<file path="src/rtl/core/jet_pkg.sv">
// shared types, constants and helpers of the julia escape-time counter
// no dependencies; used by every module under rtl/core
package jet_pkg;

  localparam int COORD_BITS  = 32;
  localparam int LIMIT_BITS  = 16;
  localparam int QUEUE_DEPTH = 2;
  localparam int QPTR_BITS   = $clog2(QUEUE_DEPTH);

  // configuration register indexes
  localparam logic [1:0] REG_OFFSET_REAL      = 2'd0;
  localparam logic [1:0] REG_OFFSET_IMAG      = 2'd1;
  localparam logic [1:0] REG_ITERATION_LIMIT  = 2'd2;
  localparam logic [1:0] REG_SETTLE_THRESHOLD = 2'd3;

  localparam logic signed [63:0] SAT_MAX = 64'sd2147483647;
  localparam logic signed [63:0] SAT_MIN = -64'sd2147483648;

  typedef struct packed {
    logic signed [COORD_BITS-1:0] re;
    logic signed [COORD_BITS-1:0] im;
    logic                         zero_limit;
  } item_t;

  typedef struct packed {
    logic signed [COORD_BITS-1:0] offset_real;
    logic signed [COORD_BITS-1:0] offset_imag;
    logic [COORD_BITS-1:0]        settle_threshold;
  } cfg_t;

  typedef struct packed {
    logic full;
    logic empty;
  } queue_stat_t;

  typedef struct packed {
    logic busy;
    logic done;
  } back_stat_t;

  typedef enum logic [2:0] {
    BK_IDLE,
    BK_MUL,
    BK_SUM,
    BK_CHK,
    BK_DONE
  } back_state_t;

  // clamp to the signed 32 bit range
  function automatic logic signed [COORD_BITS-1:0] sat32(input logic signed [63:0] v);
    logic signed [COORD_BITS-1:0] r;
    if (v > SAT_MAX) begin
      r = SAT_MAX[COORD_BITS-1:0];
    end else if (v < SAT_MIN) begin
      r = SAT_MIN[COORD_BITS-1:0];
    end else begin
      r = v[COORD_BITS-1:0];
    end
    return r;
  endfunction

endpackage

</file>
<file path="src/rtl/core/jet_front.sv">
// input stage: takes start points and tags points with a zero limit
// depends on jet_pkg
module jet_front (
  input  logic                                clk,
  input  logic                                rst,
  input  logic                                push,
  output logic                                full,
  input  logic signed [jet_pkg::COORD_BITS-1:0] start_real,
  input  logic signed [jet_pkg::COORD_BITS-1:0] start_imag,
  input  logic [jet_pkg::LIMIT_BITS-1:0]      limit,
  input  jet_pkg::queue_stat_t                q_stat,
  output logic                                q_push,
  output jet_pkg::item_t                      q_item
);

  logic           item_valid;
  jet_pkg::item_t item;
  logic           accept;

  assign full   = item_valid && q_stat.full;
  assign accept = push && !full;
  assign q_push = item_valid && !q_stat.full;
  assign q_item = item;

  always_ff @(posedge clk) begin
    if (rst) begin
      item_valid <= 1'b0;
    end else if (accept) begin
      item_valid <= 1'b1;
    end else if (q_push) begin
      item_valid <= 1'b0;
    end
  end

  always_ff @(posedge clk) begin
    if (accept) begin
      item.re         <= start_real;
      item.im         <= start_imag;
      item.zero_limit <= (limit == '0);
    end
  end

endmodule

</file>
<file path="config.mk">
export PLATFORM = sky130hd
export DESIGN_NAME = jet_front
export DESIGN_NICKNAME = d
export VERILOG_FILES = /design/src/rtl/core/jet_pkg.sv /design/src/rtl/core/jet_front.sv
export SDC_FILE = /design/constraint.sdc
export NUM_CORES = 1
export LEC_CHECK = 0
export ABC_AREA = 1
export BUFFER_PORTS_ARGS = -buffer_cell sky130_fd_sc_hd__buf_4
export CORE_ASPECT_RATIO = 2
export CORE_MARGIN = 1
export CORE_UTILIZATION = 36
export CTS_BUF_LIST = sky130_fd_sc_hd__clkbuf_16
export DETAILED_ROUTE_END_ITERATION = 12
export PLACE_DENSITY = 0.76
export SLEW_MARGIN = 40
export SYNTH_ARGS = -nofsm -noshare
export SYNTH_HDL_FRONTEND = slang
export SYNTH_SLANG_ARGS = --single-unit
</file>
<file path="constraint.sdc">
create_clock -name clk -period 3.6 [get_ports clk]
set_clock_uncertainty 0.1 [all_clocks]
set_input_delay 0.36 -clock clk [delete_from_list [all_inputs] [get_ports clk]]
set_output_delay 0.36 -clock clk [all_outputs]
set_load 0.02 [all_outputs]
</file>
==> results by group, run 1 <==
Status
  • Status: completed

Place
  • Placement Cell Area: 0.00336 mm2
  • Placed cell count: 313
  • Input/output buffers: 150
  • RePlAce Congestion: approximately 0.71
  • Hpwl dp: about 3700 um

CTS
  • Skew-Pair Late Insertion Delay: between 300 and 400 ps
  • Number of CTS-inserted buffers: 9
  • Reg clk slew, reported paths: 50 ps
  • Cts hold-fix bufs: 0
  • CTS tree: done
  • Clk buf depth: 2
  • Clock tree sinks: 66
  • Post-CTS sizing: 0
  • H-tree levels: 3
  • Setup Buffers After CTS: 0
  • CTS root buffer: clkbuf_16

Setup path
  • Slowest stage delay, CP: around 430 ps
  • Worst reg-to-reg setup slack: about 1800 ps
  • Worst path cell trace: nand2_1, inv_1, nor2_4, buf_16, buf_12
  • R2r startpoint: item_valid$_SDFFE_PP0P_
  • Critical path fanouts, max: 34
  • Crit path arrival time: ~1700 ps
  • Startpoint type of the worst setup path: flip-flop
  • Worst Setup SP: item_valid$_SDFFE_PP0P_
  • Critical Path Sink Type: flip-flop
  • CP Data Required Time: 3510 ps
  • CP Class: flip-flop to flip-flop
  • Critical path's slowest cell: nor2_4

GRT
  • Grt ovf: 0
  • GRT Util Overall: between 10% and 20%
  • Vias in the first global route: between 1000 and 1500
  • Layer with the highest usage: met2
  • Met2 usage: between 20% and 30%
  • M1 GR Usage: 13.9%
  • Pin count of the biggest net entering global routing: 35
  • First-pass GRT wire length: ~6700 um
  • GR Util met3: under 10%
  • Initial antenna violation count: 0

Floorplanning
  • Starting density of the core: 37.2%
  • Die footprint: 0.00617 mm2
  • IO Pins: ~150
  • Die Span Y: 110 um
  • FP Rows: 39
  • DIE WIDTH: 56.1 um
  • Core Region: 0.00566 mm2

Drt
  • DRC Markers: 0
  • Vias post-DR: 1476
  • Via/cell ratio: 4.49
  • Final wirelength: 4910 um
  • DR iter-0 viols: 47
  • WL/cell: 14.9 um
  • Drt first pass iters: 4
  • Antenna Nets Post-Route: 0

Layout
  • Fraction of layout cells with a size suffix above 1: 61.2%
  • Final instance area: 0.00361 mm2
  • Non-Filler Instances: 329
  • Antenna Cells: 0
  • Core Util, Final: 63.9%
  • Final Net Count: 348
  • Synth-to-Final Area Change: 71.9%

Yosys
  • Sequential cell area fraction in the yosys report: a little over nine tenths
  • EDFF count, synth: 65
  • Count leader, synth: edfxtp_1
  • Synthesized cell area: around 0.0021 mm2
  • Yosys reg bits: 66
  • Net Count, Synth: 185
  • Yosys cell types: 7
  • Syn_area_per_cell: about 21 um2
  • Prevailing post-synth register cell: edfxtp_1
  • Area leader, netlist: edfxtp_1
  • Synth area leaders: edfxtp_1 (93%), inv_1 (2.7%), nand2_1 (1.6%), nor2_1 (1.4%), dfxtp_1 (0.95%)
  • FFs w/ async S/R, synth: 0%
  • Post-Syn Instances: 100
  • Syn. warnings: 0
  • Synth top area share: 92.8%
  • Top post-synthesis cells by count: edfxtp_1 (65), inv_1 (15), nand2_1 (9)

Power
  • Sw Share: 21.1%
  • Combinational group share of total power: between 10% and 20%
  • PD cells: 514 mW/mm2
  • Clk pwr share: approximately 40%
  • Power, Total: about 0.0019 W
  • Leakage Power: 1.63 nW
  • NetSw: 0.000393 W
  • Pint: 0.00147 W
  • Sequential share of power: 49.0%
  • Maximum VDD drop: approximately 0.00037 V

Timing
  • Endpoints failing hold: 0
  • Final setup fails: 0
  • Period utilization: 48.8%
  • Tmin final: roughly 1800 ps
  • Fmax: 0.569 GHz
  • Setup TNS: 0 ps
  • Relative slew margins: 64.0%
  • RSZ-0062 raised after global routing: no
  • Worst-Margin Slew: about 540 ps
  • Max-slew violation count: 0

Job
  • Maxcap violations: 0

Worst hold path
  • Hold/Removal Path Class: input port to flip-flop
  • Hold Path Origin: rst
==> path summary, 6_finish.rpt <==
kind,endpoint,cells past startpoint
hold reg to reg,item_valid$_SDFFE_PP0P_,2
hold / removal,item_valid$_SDFFE_PP0P_,2
setup reg to reg,q_item[33]$_DFFE_PP_,5
setup / recovery,q_item[33]$_DFFE_PP_,5
==> placed cells by master (no fill, tap or decap), types with 2 or more instances in the layout <==
cell type  Yosys  final
clkinv_1       0      3
edfxtp_1      65     65
nand2_1        9      9
buf_4          0    150
inv_1         15     17
nor2_1         8      7
clkinv_2       0      2
clkbuf_16      0      9
==> critical path, delay by kind of cell (launching register included) <==
family	cells	cell delay (ps)
simple gates	2	500
buf+inv	3	530
flops	1	310
==> cell type report <==
| type | instances | area [um2] |
|---|---|---|
| clock buffer | 9 | 225 |
| clock inverter | 7 | 28.8 |
| fill | 441 | 2050 |
| inverter | 15 | 56.3 |
| multi-input combinational | 19 | 82.6 |
| sequential | 66 | 1970 |
| tap | 61 | 76.3 |
| timing repair buffer | 152 | 1170 |
==> sequential cells by signal (all words and copies together) (netlist names) <==
signal      flops
q_item         65
item_valid      1
==> stage by stage <==
| stage | setup slack, ps | hold WS (ps) |
|---|---|---|
| 3_3_place_gp | 1570 | 360 |
| 4_1_cts | 1830 | 80.6 |
| 3_5_place_dp | 1650 | 386 |
| 2_1_floorplan | 825 | 329 |
| 6_report | 1840 | 93.1 |
| 5_1_grt | 1740 | 87.3 |
==> cell families after synthesis <==
| logic type | after synthesis | share of synthesized area, % |
|---|---|---|
| buffers and inverters | 15 | 2.68 |
| and+or+nand+nor | 18 | 3.33 |
| AOI/OAI and AO/OA | 1 | 0.238 |
| DFF | 66 | 93.8 |
==> metal layers <==
metal / routed length, um / vias up
li1: - / 684
met1: 1500 / 704
met2: 2930 / 77
met3: 331 / 11
met4: 152 / 0
met5: 0 / -
==> power by group through the flow <==
stage	clock network (W)	logic, W	registers (W)
2_1_floorplan	0	0.0000214	0.000984
5_1_grt	0.000774	0.000237	0.000915
4_1_cts	0.000743	0.000227	0.000912
3_5_place_dp	0	0.000227	0.000926
6_report	0.000722	0.000225	0.000911
3_3_place_gp	0	0.000217	0.000924
No activity file was read; power rests on OpenSTA's default activity.
==> inputs of run 2 (changes only) <==
==> constraint.sdc (replaced) <==
create_clock -name clk -period 1.53 [get_ports clk]
set_clock_uncertainty 0.1 [all_clocks]
set_input_delay 0.153 -clock clk [delete_from_list [all_inputs] [get_ports clk]]
set_output_delay 0.153 -clock clk [all_outputs]
set_load 0.02 [all_outputs]
==> run 2 against run 1 <==
Effect of this change:
- hold slack got worse by 62 ps
- critical endpoint is now q_item[41]$_DFFE_PP_
- clock power increased by 140%
- register-to-register slack got worse by 1600 ps
- highest routed layer unchanged
- first-iteration DRC count decreased by 2.1%
==> results by group, run 2 (synthesized netlist as in run 1, its figures left out) <==
Power
  • Leakage Power: 1.90 nW (+16%)
  • PD cells: 1070 mW/mm2 (+110%)
  • Power, Total: 0.00454 W (+140%)
  • Maximum VDD drop: 0.000977 V (+170%)

Layout
  • Final instance area: 0.00425 mm2 (+18%)
  • Commonest non-fill, non-tap cells in the layout: buf_4 (151), dlygate4sd3_1 (65), edfxtp_1 (65)
  • Most common library cell in the layout ignoring fill and taps: buf_4
  • Antenna Cells: 0 (unchanged)
  • Max reg flops: 65 (unchanged)
  • Fraction of layout cells with a size suffix above 1: 50.2% (-11 points)
  • Final Net Count: 413 (+19%)
  • Synth-to-Final Area Change: 102%

CTS
  • Clock tree sinks: 66 (unchanged)
  • H-tree levels: 3 (unchanged)
  • Clk buf depth: 2 (unchanged)
  • CTS root buffer: clkbuf_16
  • Skew-Pair Late Insertion Delay: 320 ps (about the same)
  • CTS tree: done
  • Post-CTS sizing: 0 (unchanged)
  • Reg clk slew, reported paths: 50 ps (about the same)
  • Setup Buffers After CTS: 0 (unchanged)
  • Number of CTS-inserted buffers: 9 (unchanged)

Setup path
  • Crit path arrival time: 1180 ps (-490 ps)
  • Critical Path Sink Type: flip-flop
  • Reg-to-reg endpoint: q_item[41]$_DFFE_PP_
  • FF-to-FF path depth: 4 (-1)
  • Slowest stage delay, CP: 320 ps (-110 ps)
  • CP delay by family, top: flip-flops
  • Startpoint type of the worst setup path: flip-flop
  • WP buf/inv: 2 (-1)
  • CP Data Required Time: 1430 ps (-2080 ps)
  • R2r startpoint: item_valid$_SDFFE_PP0P_
  • Worst reg-to-reg setup slack: 250 ps (-1590 ps)
  • Critical path's slowest cell: dfxtp_2
  • Worst path cell trace: nand2_2, inv_4, nor2_4, buf_4
  • Worst Setup SP: item_valid$_SDFFE_PP0P_
  • CP Class: flip-flop to flip-flop
  • Critical path fanouts, max: 20 (-41%)

Timing
  • Hold_ws: 30.8 ps (-62.2 ps)
  • Relative slew margins: 83.4% (+19 points)
  • Worst-Margin Slew: 249 ps (-290 ps)
  • Period utilization: 83.4% (+35 points)
  • Endpoints failing hold: 0 (unchanged)
  • Tmin final: 1280 ps (-481 ps)
  • Fmax: 0.783 GHz (+38%)
  • Setup TNS: 0 ps (unchanged)
  • Final setup fails: 0 (unchanged)
  • Max-slew violation count: 0 (unchanged)
  • RSZ-0062 raised after global routing: no

Drt
  • DR iter-0 viols: 46 (-2.1%)
  • DRC Markers: 0 (unchanged)
  • WL/cell: 15.3 um (+2.6%)
  • Vias post-DR: 1744 (+18%)
  • Via/cell ratio: 4.43 (-1.3%)
  • Drt first pass iters: 4 (unchanged)
  • Antenna Nets Post-Route: 0 (unchanged)
  • Final wirelength: 6030 um (+23%)

GRT
  • Pin count of the biggest net entering global routing: 46 (+31%)
  • Initial antenna violation count: 0 (unchanged)
  • Vias in the first global route: 1895 (+37%)
  • Grt ovf: 0 (unchanged)
  • First-pass GRT wire length: 8600 um (+29%)
  • GRT Util Overall: 19.7% (+4.2 points)

Floorplanning
  • FP Rows: 39 (unchanged)
  • Die footprint: 0.00617 mm2 (unchanged)
  • IO Pins: 152 (unchanged)
  • Die Span Y: 110 um (unchanged)
  • DIE WIDTH: 56.1 um (unchanged)
  • Starting density of the core: 37.2% (unchanged)
  • Core Region: 0.00566 mm2 (unchanged)

Job
  • Maxcap violations: 0 (unchanged)

Status
  • Status: completed

Worst hold path
  • Hold/Removal Path Class: input port to flip-flop
  • Worst hold stages: 3 (+1)
  • Hold worst-path end: item_valid$_SDFFE_PP0P_
  • Hold Path Origin: q_stat[1]

Place
  • RePlAce Congestion: 0.684 (-3.8%)
  • Hpwl dp: 3590 um (-3.0%)
  • Input/output buffers: 150 (unchanged)
  • Placement Cell Area: 0.00335 mm2 (-0.41%)
run 2: stage by stage:
step,worst slack (ps),cells,utilization [%]
floorplan,-406,100,-
global placement,276,313,59.1
detailed placement,255,313,59.1
CTS,240,394,75.2
global route,187,394,75.2
finish,254,394,75.2
run 2: how the worst max path moves through the flow:
stage	to	slack, ps	cells past startpoint
6_report	q_item[41]$_DFFE_PP_	250	4
5_1_grt	q_item[41]$_DFFE_PP_	190	4
4_1_cts	q_item[41]$_DFFE_PP_	240	4
3_5_place_dp	q_item[61]$_DFFE_PP_	260	4
3_3_place_gp	q_item[41]$_DFFE_PP_	280	4
2_1_floorplan	q_item[0]$_DFFE_PP_	-410	3
run 2: area by class of cell:
type | count | area [um2]
Clock buffer | 9 | 225
Clock inverter | 7 | 31.3
Fill cell | 368 | 1410
Inverter | 15 | 58.8
Multi-Input combinational cell | 19 | 85.1
Sequential cell | 66 | 1970
Tap cell | 61 | 76.3
Timing Repair Buffer | 217 | 1800
run 2: what timing repair did:
| item | CTS | global route |
|---|---|---|
| hold buffers | 65 | 0 |
| setup endpoints to repair | 0 | 0 |
| hold endpoints to repair | 65 | 0 |
run 2: worst reg2reg max path, stage by stage, from the launching register on:
cell and delay, ps:
dfxtp_2 320, nand2_2 90, inv_4 40, nor2_4 120, buf_4 280
run 2: per-layer routing:
layer	part of all wire, %	vias up	wire length (um)	global-route usage, %
met2	60	89	3600	36.9
met4	5.0	0	301	13.8
met3	5.7	24	344	5.83
met1	30	816	1790	17.5
li1	-	815	-	-
met5	0	-	0	0
run 2: report_power, final:
group / switching (W) / internal, W
sequential: 0.0000308 / 0.00212
clock: 0.000665 / 0.00106
combinational: 0.000290 / 0.000377
