File: src/rtl/core/jet_pkg.sv
// shared types, constants and helpers of the julia escape-time counter
// no dependencies; used by every module under rtl/core
package jet_pkg;

  localparam int COORD_BITS  = 32;
  localparam int LIMIT_BITS  = 16;
  localparam int QUEUE_DEPTH = 2;
  localparam int QPTR_BITS   = $clog2(QUEUE_DEPTH);

  // configuration register indexes
  localparam logic [1:0] REG_OFFSET_REAL      = 2'd0;
  localparam logic [1:0] REG_OFFSET_IMAG      = 2'd1;
  localparam logic [1:0] REG_ITERATION_LIMIT  = 2'd2;
  localparam logic [1:0] REG_SETTLE_THRESHOLD = 2'd3;

  localparam logic signed [63:0] SAT_MAX = 64'sd2147483647;
  localparam logic signed [63:0] SAT_MIN = -64'sd2147483648;

  typedef struct packed {
    logic signed [COORD_BITS-1:0] re;
    logic signed [COORD_BITS-1:0] im;
    logic                         zero_limit;
  } item_t;

  typedef struct packed {
    logic signed [COORD_BITS-1:0] offset_real;
    logic signed [COORD_BITS-1:0] offset_imag;
    logic [COORD_BITS-1:0]        settle_threshold;
  } cfg_t;

  typedef struct packed {
    logic full;
    logic empty;
  } queue_stat_t;

  typedef struct packed {
    logic busy;
    logic done;
  } back_stat_t;

  typedef enum logic [2:0] {
    BK_IDLE,
    BK_MUL,
    BK_SUM,
    BK_CHK,
    BK_DONE
  } back_state_t;

  // clamp to the signed 32 bit range
  function automatic logic signed [COORD_BITS-1:0] sat32(input logic signed [63:0] v);
    logic signed [COORD_BITS-1:0] r;
    if (v > SAT_MAX) begin
      r = SAT_MAX[COORD_BITS-1:0];
    end else if (v < SAT_MIN) begin
      r = SAT_MIN[COORD_BITS-1:0];
    end else begin
      r = v[COORD_BITS-1:0];
    end
    return r;
  endfunction

endpackage

File: src/rtl/core/jet_queue.sv
// short queue between the input stage and the iteration engine
// depends on jet_pkg
module jet_queue (
  input  logic                 clk,
  input  logic                 rst,
  input  logic                 push,
  input  jet_pkg::item_t       push_item,
  input  logic                 pop,
  output jet_pkg::item_t       head,
  output jet_pkg::queue_stat_t stat
);

  jet_pkg::item_t                   slots [jet_pkg::QUEUE_DEPTH];
  logic [jet_pkg::QPTR_BITS-1:0]    wr_ptr;
  logic [jet_pkg::QPTR_BITS-1:0]    rd_ptr;
  logic [jet_pkg::QPTR_BITS:0]      count;
  logic                             do_push;
  logic                             do_pop;

  assign stat.full  = (count == (jet_pkg::QPTR_BITS+1)'(jet_pkg::QUEUE_DEPTH));
  assign stat.empty = (count == '0);
  assign do_push    = push && !stat.full;
  assign do_pop     = pop && !stat.empty;
  assign head       = slots[rd_ptr];

  always_ff @(posedge clk) begin
    if (rst) begin
      wr_ptr <= '0;
      rd_ptr <= '0;
      count  <= '0;
    end else begin
      if (do_push) begin
        wr_ptr <= wr_ptr + 1'b1;
      end
      if (do_pop) begin
        rd_ptr <= rd_ptr + 1'b1;
      end
      unique case ({do_push, do_pop})
        2'b10:   count <= count + 1'b1;
        2'b01:   count <= count - 1'b1;
        default: count <= count;
      endcase
    end
  end

  always_ff @(posedge clk) begin
    if (do_push) begin
      slots[wr_ptr] <= push_item;
    end
  end

endmodule

File: config.mk
export PLATFORM = sky130hd
export DESIGN_NAME = jet_queue
export DESIGN_NICKNAME = d
export VERILOG_FILES = /design/src/rtl/core/jet_pkg.sv /design/src/rtl/core/jet_queue.sv
export SDC_FILE = /design/constraint.sdc
export NUM_CORES = 1
export LEC_CHECK = 0
export BUFFER_PORTS_ARGS = -buffer_cell sky130_fd_sc_hd__buf_4
export CAP_MARGIN = 20
export CORE_AREA = 2 2 102 104
export CTS_CLUSTER_DIAMETER = 100
export DETAILED_ROUTE_END_ITERATION = 12
export DIE_AREA = 0 0 104 106
export PLACE_DENSITY = 0.76
export SLEW_MARGIN = 30
export SYNTH_ARGS = -nofsm -noshare
export SYNTH_HDL_FRONTEND = slang
export SYNTH_SLANG_ARGS = --single-unit
File: constraint.sdc
create_clock -name clk -period 3.71 [get_ports clk]
set_clock_uncertainty 0.05 [all_clocks]
set_input_delay 0.9275 -clock clk [delete_from_list [all_inputs] [get_ports clk]]
set_output_delay 0.9275 -clock clk [all_outputs]
set_load 0.05 [all_outputs]
==> impl_metrics.py, run 1 <==
metrics = {
    "critical_path": {
        "cp-start-kind": "register",
        "setup.worst_path.class": "reg -> out",
        "required_ns": 2.73,
        "crit_fanout": 24,
        "cp-end-kind": "output pin",
        "max_stage_delay_ns": 0.71,
        "worstReg2RegStart": "count[0]$_SDFFE_PP0P_",
        "cp_cell_sequence": "buf_4 -> mux2_2 -> buf_4",
        "reg2reg_depth": 5,
        "worstPathArrival_ns": 2.07,
        "r2r-end": "slots[0][13]$_DFFE_PP_",
        "crit_top_cell": "buf_4",
        "cp_slowest_cell": "dfxtp_2",
        "rrSetupSlack_ns": 1.72,
    },
    "sta": {
        "tightest_slew_ns": 0.6013,
        "tns_ns": 0,
        "final-hold-violation-count": 0,
        "min_period_ns": 3.047,
        "rsz0062_at_grt": "false",
        "maxSlewViolCount": 0,
        "finalCritPeriodShare_pct": 82.14,
        "finalSetupViolCount": 0,
        "slew_headroom_pct": 59.91,
        "max_clock_freq_mhz": 328.2,
    },
    "layout": {
        "fin_util_pct": 66.98,
        "area_delta_synth_final_pct": 36.84,
        "seqCellArea_sq_um": 4005,
        "n_antenna_cell": 0,
        "postLayoutCellArea_sq_um": 6698,
        "multi_input_area_sq_um": 845.8,
        "finalNetCount": 450,
        "fillers": 716,
        "drive_gt1_share_pct": 60.81,
    },
    "clocking": {
        "clk_pin_slew_ns": 0.06,
        "hold_buffers": 0,
        "cts.htree.levels": 4,
        "cts_setup_buffers": 0,
        "tritoncts": "built",
        "cts_resized": 0,
        "numCtsBuffers": 17,
        "cts_root_buffer": "clkbuf_8",
        "cts_sinks": 135,
        "cts_max_path_buffers": 2,
        "clock_latency_ns": 0.50,
    },
    "synthesis": {
        "synth_top_cell_by_area": "edfxtp_1",
        "synthMuxAreaShare_pct": 14.95,
        "synth_cell_types": 17,
        "synth_seq_cells": 135,
        "synth-xor-area-share_pct": 0.5368,
        "netlist_instances": 228,
        "yosysSeqAreaShare_pct": 81.80,
        "synth_top_family_by_area": "multiplexers",
        "ys_top_cells_by_area": "edfxtp_1 80%, mux2_2 15%, dfxtp_1 2.0%",
        "yosys_warnings": 0,
        "synth_commonest_cells": "130 x edfxtp_1, 65 x mux2_2, 7 x buf_2",
        "synth_compound_area_share_pct": 0.5624,
        "yosys.area_share.simple_pct": 0.9458,
        "synth-edff-count": 130,
        "yosysMostFrequentCell": "edfxtp_1",
        "synth_fa_ha_area_share_pct": 0.2556,
        "avgSynthCellArea_sq_um": 21.47,
        "synth-async-reset-ratio_pct": 0,
        "synth_area_sq_um": 4895,
        "syn_nets": 298,
        "yosysTopAreaCellShare_pct": 79.75,
        "synth-main-ff-cell": "edfxtp_1",
    },
    "power": {
        "p_leak_nw": 2.509,
        "power.total_mw": 5.639,
        "pwr_density_cell_nw_per_um2": 841.9,
        "max-vdd-ir-drop_uv": 633.1,
    },
    "route": {
        "drt_iter0_drc": 133,
        "wirelength_um": 8389,
        "avgRoutedWirePerCell_um": 15.86,
        "antenna_left": 0,
        "drc": 0,
        "vias": 2563,
        "drt-pass1-iter-count": 4,
        "via_per_inst": 4.845,
    },
    "place": {
        "dp_hpwl_um": 5445,
        "gp_congestion": 0.6821,
        "place_area_sq_um": 6121,
        "portBuffers": 135,
    },
    "hold_path": {
        "worstHoldPathType": "reg -> reg",
        "worstHoldPathCells": 2,
        "hold_end": "wr_ptr$_SDFFE_PP0P_",
        "holdCritStartpoint": "wr_ptr$_SDFFE_PP0P_",
    },
    "floorplanning": {
        "core_area_sq_um": 10000,
        "die_x_um": 104,
        "die_height_um": 106,
        "io_pins": 136,
        "fp-row-count": 37,
        "die_area_sq_um": 11020,
        "start_util_pct": 48.95,
    },
    "grt": {
        "grt_pass1_vias": 2694,
        "grt_max_degree": 56,
        "grt_use_total_pct": 15.63,
        "overflow": 0,
        "grt_pass1_wl_um": 12880,
        "antenna_found_initial": 0,
    },
    "outcome": {
        "status": "finished, final reports clean",
    },
    "job": {
        "cap_violations": 0,
    },
}
## routing by layer
layer | track usage [%] | part of all wire (%) | vias up
met5 | 0 | 0 | -
met4 | 7.046 | 1.0 | 0
met3 | 5.702 | 6.8 | 7
met2 | 26.22 | 52 | 98
met1 | 18.08 | 41 | 1258
li1 | - | - | 1200
## through the flow
stage / setup slack [ns] / hold WS, ns / cells
after floorplan: 0.6491 / 0.4018 / 228
after global placement: 1.158 / 0.4150 / 497
after detailed placement: 1.140 / 0.4324 / 497
after CTS: 0.5789 / 0.4407 / 529
after global routing: 0.5310 / 0.4908 / 529
final: 0.6627 / 0.4521 / 529
## state kept, by name, summed over array words and instances, names as in the netlist, named ones only
register,cells
rd_ptr,1
slots,130
wr_ptr,1
count,2
## placed cells by master (no fill, tap or decap)
| cell type | synthesis | layout |
|---|---|---|
| buf_12 | 0 | 3 |
| nand2b_2 | 1 | 1 |
| clkinv_2 | 0 | 3 |
| clkbuf_1 | 0 | 1 |
| clkinvlp_4 | 0 | 5 |
| nand2_1 | 1 | 1 |
| o21a_1 | 1 | 1 |
| and3_2 | 0 | 1 |
| nor2_1 | 4 | 4 |
| dfxtp_2 | 0 | 1 |
| a21oi_1 | 2 | 2 |
| xnor2_1 | 2 | 2 |
| buf_4 | 0 | 137 |
| clkinv_4 | 0 | 1 |
| bufinv_16 | 0 | 3 |
| mux2_2 | 65 | 65 |
| xor2_1 | 1 | 1 |
| edfxtp_1 | 130 | 130 |
| dfxtp_1 | 5 | 4 |
| clkinv_1 | 0 | 2 |
| o21ai_0 | 2 | 2 |
| clkbuf_8 | 0 | 1 |
| or3_1 | 2 | 2 |
| inv_2 | 1 | 2 |
| ha_1 | 1 | 1 |
| inv_1 | 2 | 1 |
| clkbuf_16 | 0 | 16 |
## critical path: cells and delay by family (launching register included)
kind | cells | cell delay [ns]
flops | 1 | 0.71
buf+inv | 2 | 0.49
mux | 1 | 0.36
## where the power goes
group	internal (mW)	switching, mW
logic	0.702	1.33
registers	1.93	0.0959
clock network	1.01	0.576
total	3.64	2.00
## layout make-up
class / count / area share (%)
sequential: 135 / 59.80
timing repair buffer: 140 / 16.25
multi-input combinational: 83 / 12.63
clock buffer: 18 / 6.239
tap: 136 / 2.541
clock inverter: 14 / 2.372
inverter: 3 / 0.1681
## logic make-up after synthesis
group,Yosys count
flops,135
mux,65
buf+inv,10
simple gates,9
compound gates,5
xor+xnor,3
fa+ha+maj,1
## worst max path at each step
stage                                  endpoint  slack (ns)  cells after the start      from
after floorplan           slots[0][0]$_DFFE_PP_        0.65                      3      push
after global placement                 head[48]        1.16                      3  register
after detailed placement               head[57]        1.14                      3  register
after CTS                              head[57]        0.58                      3  register
after global routing                   head[13]        0.53                      3  register
final                                  head[14]        0.66                      3  register
Power figures use the tool's default switching activity.
==> run 2: changes to the inputs <==
--- a/config.mk
+++ b/config.mk
@@ -5,13 +5,14 @@
 export SDC_FILE = /design/constraint.sdc
 export NUM_CORES = 1
 export LEC_CHECK = 0
+export ABC_AREA = 1
 export BUFFER_PORTS_ARGS = -buffer_cell sky130_fd_sc_hd__buf_4
 export CAP_MARGIN = 20
-export CORE_AREA = 2 2 102 104
+export CORE_AREA = 2 2 108 110
 export CTS_CLUSTER_DIAMETER = 100
 export DETAILED_ROUTE_END_ITERATION = 12
-export DIE_AREA = 0 0 104 106
-export PLACE_DENSITY = 0.76
+export DIE_AREA = 0 0 110 112
+export PLACE_DENSITY = 0.74
 export SLEW_MARGIN = 30
 export SYNTH_ARGS = -nofsm -noshare
 export SYNTH_HDL_FRONTEND = slang
==> constraint.sdc (replaced) <==
create_clock -name clk -period 2.5 [get_ports clk]
set_clock_uncertainty 0.05 [all_clocks]
set_input_delay 0.625 -clock clk [delete_from_list [all_inputs] [get_ports clk]]
set_output_delay 0.625 -clock clk [all_outputs]
set_load 0.05 [all_outputs]
==> run 2 against run 1 <==
Hold slack worse by 0.092 ns; clock power increased by 58%; sequential share of layout area down 2.6 points; core utilization shrank 4.3 points; via count grew 1.6%; synthesized cell count rose by 6.1%; global-route usage shrank 1.0 points; worst setup slack worse by 0.56 ns; count of clock-buffer cells in the layout up 2; combinational power is 4% higher; power grew 33%; first-iteration DRC count shrank 23%; largest cell class unchanged; largest power group is now sequential cells.
==> impl_metrics.py, run 2 <==
metrics = {
    "synthesis": {
        "synth_fa_ha_area_share_pct": 0.2434,
        "synth_seq_cells": 135,
        "yosysMostFrequentCell": "edfxtp_1",
        "synth_area_sq_um": 5141,
        "netlist_instances": 242,
        "synth-xor-area-share_pct": 0,
        "avgSynthCellArea_sq_um": 21.24,
        "synthMuxAreaShare_pct": 17.89,
        "synth-main-ff-cell": "edfxtp_1",
        "yosys.area_share.simple_pct": 1.728,
        "synth_cell_types": 13,
        "ys_top_cells_by_area": "edfxtp_1 76%, mux2_4 15%, mux2_2 3.3%",
        "syn_nets": 312,
        "synth_top_family_by_area": "multiplexers",
        "synth_compound_area_share_pct": 0.1947,
        "yosys_warnings": 0,
        "synth_commonest_cells": "130 x edfxtp_1, 50 x mux2_4, 15 x mux2_2",
        "yosysSeqAreaShare_pct": 77.88,
        "synth-async-reset-ratio_pct": 0,
        "synth-edff-count": 130,
        "synth_top_cell_by_area": "edfxtp_1",
        "yosysTopAreaCellShare_pct": 75.93,
    },
    "job": {
        "cap_violations": 0,
    },
    "layout": {
        "largest-register": "slots",
        "n_antenna_cell": 0,
        "drive_gt1_share_pct": 59.51,
        "postLayoutCellArea_sq_um": 7005,
        "layout_common_cells": "139 x buf_4, 130 x edfxtp_1, 50 x mux2_4, 17 x clkbuf_16, 15 x mux2_2",
        "area_delta_synth_final_pct": 36.26,
        "largest_register_ffs": 130,
        "fin_util_pct": 62.69,
        "biggestRegsByFlops": "slots (130), count (2)",
        "finalNetCount": 467,
        "layout.cells.most_common": "buf_4",
    },
    "critical_path": {
        "cp.depth": 3,
        "cp-end-kind": "output pin",
        "crit_top_cell": "buf_4",
        "cp-start-kind": "register",
        "required_ns": 1.82,
        "worstPathArrival_ns": 1.72,
        "crit_fanout": 16,
        "crit_buf_inv": 2,
        "reg2reg_depth": 5,
        "cp_slowest_cell": "dfxtp_4",
        "path_delay_family": "flip-flops",
        "setup.worst_path.class": "reg -> out",
        "max_stage_delay_ns": 0.53,
        "cp_cell_sequence": "buf_4 -> mux2_2 -> buf_4",
    },
    "clocking": {
        "cts.htree.levels": 4,
        "cts_max_path_buffers": 2,
        "cts_setup_buffers": 0,
        "tritoncts": "built",
        "numCtsBuffers": 17,
        "cts_root_buffer": "clkbuf_16",
        "cts_sinks": 135,
        "hold_buffers": 0,
        "clk_pin_slew_ns": 0.06,
        "clock_latency_ns": 0.40,
        "cts_resized": 0,
    },
    "sta": {
        "finalSetupViolCount": 0,
        "slew_headroom_pct": 72.25,
        "finalCritPeriodShare_pct": 95.74,
        "min_period_ns": 2.394,
        "maxSlewViolCount": 0,
        "tns_ns": 0,
        "tightest_slew_ns": 0.4163,
        "rsz0062_at_grt": "false",
        "final-hold-violation-count": 0,
        "max_clock_freq_mhz": 417.8,
    },
    "route": {
        "drt-pass1-iter-count": 4,
        "wirelength_um": 8654,
        "drt_iter0_drc": 103,
        "via_per_inst": 4.711,
        "avgRoutedWirePerCell_um": 15.65,
        "vias": 2605,
        "antenna_left": 0,
        "drc": 0,
    },
    "place": {
        "portBuffers": 135,
        "place_area_sq_um": 6389,
        "gp_congestion": 0.6908,
        "dp_hpwl_um": 5868,
    },
    "floorplanning": {
        "core_area_sq_um": 11170,
        "die_height_um": 112,
        "die_x_um": 110,
        "start_util_pct": 46.01,
        "io_pins": 136,
        "fp-row-count": 39,
        "die_area_sq_um": 12320,
    },
    "grt": {
        "globalRouteMet3Util_pct": 5.035,
        "use_met1_pct": 16.04,
        "overflow": 0,
        "grt_pass1_wl_um": 13250,
        "top_usage_layer": "met2",
        "antenna_found_initial": 0,
        "grt_pass1_vias": 2766,
        "grt_max_degree": 37,
        "grt_use_total_pct": 14.58,
        "gr-usage-met2_pct": 25.44,
    },
    "power": {
        "p_leak_nw": 2.766,
        "max-vdd-ir-drop_uv": 560.9,
        "pwr_density_cell_nw_per_um2": 1069,
    },
    "outcome": {
        "status": "finished, final reports clean",
    },
    "hold_path": {
        "worstHoldPathType": "in -> reg",
        "worstHoldPathCells": 1,
    },
}
## run 2: cell count changes in the layout (fill, tap and decap cells not counted), moves of 2 or more
cell and delta:
xnor2_1 -2, nor2_1 +8, inv_2 -2, or3_1 -2, nand2_1 +7, mux2_4 +50
inv_1 +7, mux2_2 -50, buf_4 +2, clkinv_1 -2, clkbuf_8 +2
## run 2: cell type report
| type | instances | area (sq um) |
|---|---|---|
| clock buffers | 20 | 466.7 |
| clock inverters | 12 | 150.1 |
| fillers | 794 | 4169 |
| inverters | 9 | 37.54 |
| multi-input cells | 91 | 1041 |
| flip-flops and latches | 135 | 4008 |
| well taps | 143 | 178.9 |
| repair buffers | 143 | 1124 |
## run 2: worst register-to-register path, delay by kind of cell (launching register included)
| kind | cells | cell delay [ns] |
|---|---|---|
| buffers and inverters | 2 | 0.53 |
| DFF | 1 | 0.43 |
| and+or+nand+nor | 3 | 0.43 |
## run 2: path summary, 6_finish.rpt
kind                       endpoint             startpoint  slack [ns]
max reg2reg  slots[0][57]$_DFFE_PP_  count[0]$_SDFFE_PP0P_        0.71
min reg2reg                register    rd_ptr$_SDFFE_PP0P_        0.47
max                        head[56]               register        0.11
min          slots[1][10]$_DFFE_PP_          push_item[10]        0.36
## run 2: logic make-up after synthesis
kind of cell,after synthesis
AO/OA/AOI/OAI,2
adder cells (fa/ha/maj),1
buffers and inverters,16
flip-flops,135
multiplexers,65
AND/OR/NAND/NOR,23
## run 2: report_power, final
part	leakage [nW]	internal, mW	switching, mW	total, mW
Clock	0.298	1.64	0.868	2.51
Sequential	1.26	2.77	0.0977	2.87
Combinational	1.21	0.794	1.32	2.11
## run 2: metrics by stage
stage               power [mW]  hold WS [ns]  setup slack, ns  cells
finish                   7.490        0.3597           0.1064    553
global route             7.784        0.3323          0.01412    553
CTS                      7.578        0.3411          0.06307    553
detailed placement       5.052        0.4519           0.4770    521
global placement         5.016        0.4318           0.4891    521
floorplan                4.468        0.4169          0.01276    242
## run 2: layer usage
metal	up-vias	wire length [um]	part of all wire, %
met3	6	547	6.3
li1	1241	-	-
met1	1269	3270	38
met2	89	4752	55
met4	0	83	0.96
met5	-	0	0
==> run 3: changes to the inputs <==
--- a/config.mk
+++ b/config.mk
@@ -6,13 +6,13 @@
 export NUM_CORES = 1
 export LEC_CHECK = 0
 export ABC_AREA = 1
+export ABC_CLOCK_PERIOD_IN_PS = 2350
 export BUFFER_PORTS_ARGS = -buffer_cell sky130_fd_sc_hd__buf_4
 export CAP_MARGIN = 20
-export CORE_AREA = 2 2 108 110
+export CORE_AREA = 2 2 125 127
 export CTS_CLUSTER_DIAMETER = 100
 export DETAILED_ROUTE_END_ITERATION = 12
-export DIE_AREA = 0 0 110 112
-export PLACE_DENSITY = 0.74
+export DIE_AREA = 0 0 127 129
 export SLEW_MARGIN = 30
 export SYNTH_ARGS = -nofsm -noshare
 export SYNTH_HDL_FRONTEND = slang
==> constraint.sdc (replaced) <==
create_clock -name clk -period 2.35 [get_ports clk]
set_clock_uncertainty 0.05 [all_clocks]
set_input_delay 0.5875 -clock clk [delete_from_list [all_inputs] [get_ports clk]]
set_output_delay 0.5875 -clock clk [all_outputs]
set_load 0.05 [all_outputs]
==> run 3 against run 2 <==
Register-to-register slack got worse by 0.04 ns; hold slack got worse by 0.052 ns; worst setup slack got worse by 0.020 ns; critical endpoint is now head[51]; count of clock-buffer cells in the layout decreased by 2; wire length increased by 7.5%; sequential power increased by 6%; clock power about the same; cell area increased by 0.41%; sequential share of layout area decreased by 0.23 points; global-route usage decreased by 2.7 points.
==> impl_metrics.py, run 3 (synthesized netlist as in run 2, its figures left out) <==
metrics = {
    "clocking": {
        "tritoncts": "built",
        "numCtsBuffers": 17,
        "cts.htree.levels": 4,
        "clock_latency_ns": 0.41,
        "clk_pin_slew_ns": 0.06,
        "cts_resized": 0,
        "cts_root_buffer": "clkbuf_16",
        "cts_sinks": 135,
        "cts_max_path_buffers": 2,
    },
    "layout": {
        "layout_common_cells": "139 x buf_4, 130 x edfxtp_1, 50 x mux2_4, 17 x clkbuf_16, 15 x mux2_2",
        "finalNetCount": 468,
        "largest_register_ffs": 130,
        "biggestRegsByFlops": "slots (130), count (2)",
        "largest-register": "slots",
        "postLayoutCellArea_sq_um": 7034,
        "seqCellArea_sq_um": 4008,
        "layout.cells.most_common": "buf_4",
        "fillers": 1301,
        "drive_gt1_share_pct": 58.88,
        "multi_input_area_sq_um": 1046,
        "n_antenna_cell": 0,
        "area_delta_synth_final_pct": 36.82,
    },
    "route": {
        "antenna_left": 0,
        "avgRoutedWirePerCell_um": 15.53,
        "vias": 2616,
        "drc": 0,
        "wirelength_um": 9302,
        "drt-pass1-iter-count": 4,
        "drt_iter0_drc": 104,
        "via_per_inst": 4.367,
    },
    "critical_path": {
        "crit_fanout": 20,
        "max_stage_delay_ns": 0.44,
        "cp_cell_sequence": "buf_12 -> mux2_2 -> buf_4",
        "cp-end-kind": "output pin",
        "worstPathArrival_ns": 1.63,
        "setup.worst_path.class": "reg -> out",
        "required_ns": 1.71,
        "cp_slowest_cell": "dfxtp_4",
        "cp-start-kind": "register",
    },
    "sta": {
        "max_clock_freq_mhz": 441.7,
        "hold_ws_ns": 0.3078,
        "tns_ns": 0,
        "min_period_ns": 2.264,
        "finalCritPeriodShare_pct": 96.34,
        "maxSlewViolCount": 0,
        "worst_slack_ns": 0.08600,
        "slew_headroom_pct": 79.89,
        "rsz0062_at_grt": "false",
        "finalSetupViolCount": 0,
        "final-hold-violation-count": 0,
        "tightest_slew_ns": 0.3016,
    },
    "power": {
        "p_leak_nw": 2.744,
        "power.total_mw": 7.818,
        "pwr_density_cell_nw_per_um2": 1111,
        "max-vdd-ir-drop_uv": 551.2,
    },
    "grt": {
        "antenna_found_initial": 0,
        "grt_use_total_pct": 11.85,
        "grt_pass1_vias": 2840,
        "overflow": 0,
        "grt_max_degree": 45,
        "grt_pass1_wl_um": 14160,
    },
    "floorplanning": {
        "start_util_pct": 34.33,
        "die_height_um": 129,
        "fp-row-count": 45,
        "die_x_um": 127,
        "die_area_sq_um": 16380,
        "io_pins": 136,
        "core_area_sq_um": 14980,
    },
    "job": {
        "cap_violations": 0,
    },
    "place": {
        "dp_worst_setup_slack_ns": 0.3706,
        "dp_hpwl_um": 6115,
        "portBuffers": 135,
        "gp_congestion": 0.6843,
        "place_area_sq_um": 6455,
    },
    "outcome": {
        "status": "finished, final reports clean",
    },
    "hold_path": {
        "worstHoldPathType": "in -> reg",
    },
}
[run 3: critical path: cells and delay by family, from the launching register on]
family   cells  cell delay [ns]
buf+inv      2             0.40
flops        1             0.44
mux          1             0.36
[run 3: final cells by class]
class                      count  area share [%]
clock buffer                  18           6.101
multi-input combinational     91           14.87
clock inverter                14           1.921
tap                          188           3.344
timing repair buffer         144           16.26
inverter                       9          0.5336
sequential                   135           56.97
[run 3: where the power goes]
part	internal, mW	switching (mW)	leakage (nW)
clock	1.54	0.949	0.267
sequential	2.94	0.0869	1.26
combinational	0.861	1.43	1.22
total	5.35	2.47	2.74
[run 3: layer usage]
metal | GRT usage [%] | vias to the layer above | routed length [um]
met5 | 0 | - | 0
met4 | 4.848 | 0 | 145
met3 | 5.114 | 11 | 575
met2 | 20.59 | 93 | 4846
met1 | 12.77 | 1273 | 3735
li1 | - | 1239 | -
[run 3: worst paths after layout]
kind                         start                endpoint  slack, ns  cells after the start
max                       register                head[51]       0.09                      3
min                  push_item[50]  slots[1][50]$_DFFE_PP_       0.31                      1
max reg2reg  count[0]$_SDFFE_PP0P_  slots[0][23]$_DFFE_PP_       0.67                      5
min reg2reg    rd_ptr$_SDFFE_PP0P_     rd_ptr$_SDFFE_PP0P_       0.45                      2
[run 3: what timing repair did]
action | CTS | global route
hold buffers | 0 | 0
setup buffers | 2 | 0
endpoints found under the hold margin | 0 | 0
endpoints found under the setup margin | 47 | 0
[run 3: stage by stage]
stage          utilization, %  std cells
2_1_floorplan               -        242
3_3_place_gp            43.10        565
3_5_place_dp            43.10        565
4_1_cts                 46.97        599
5_1_grt                 46.97        599
6_report                46.97        599
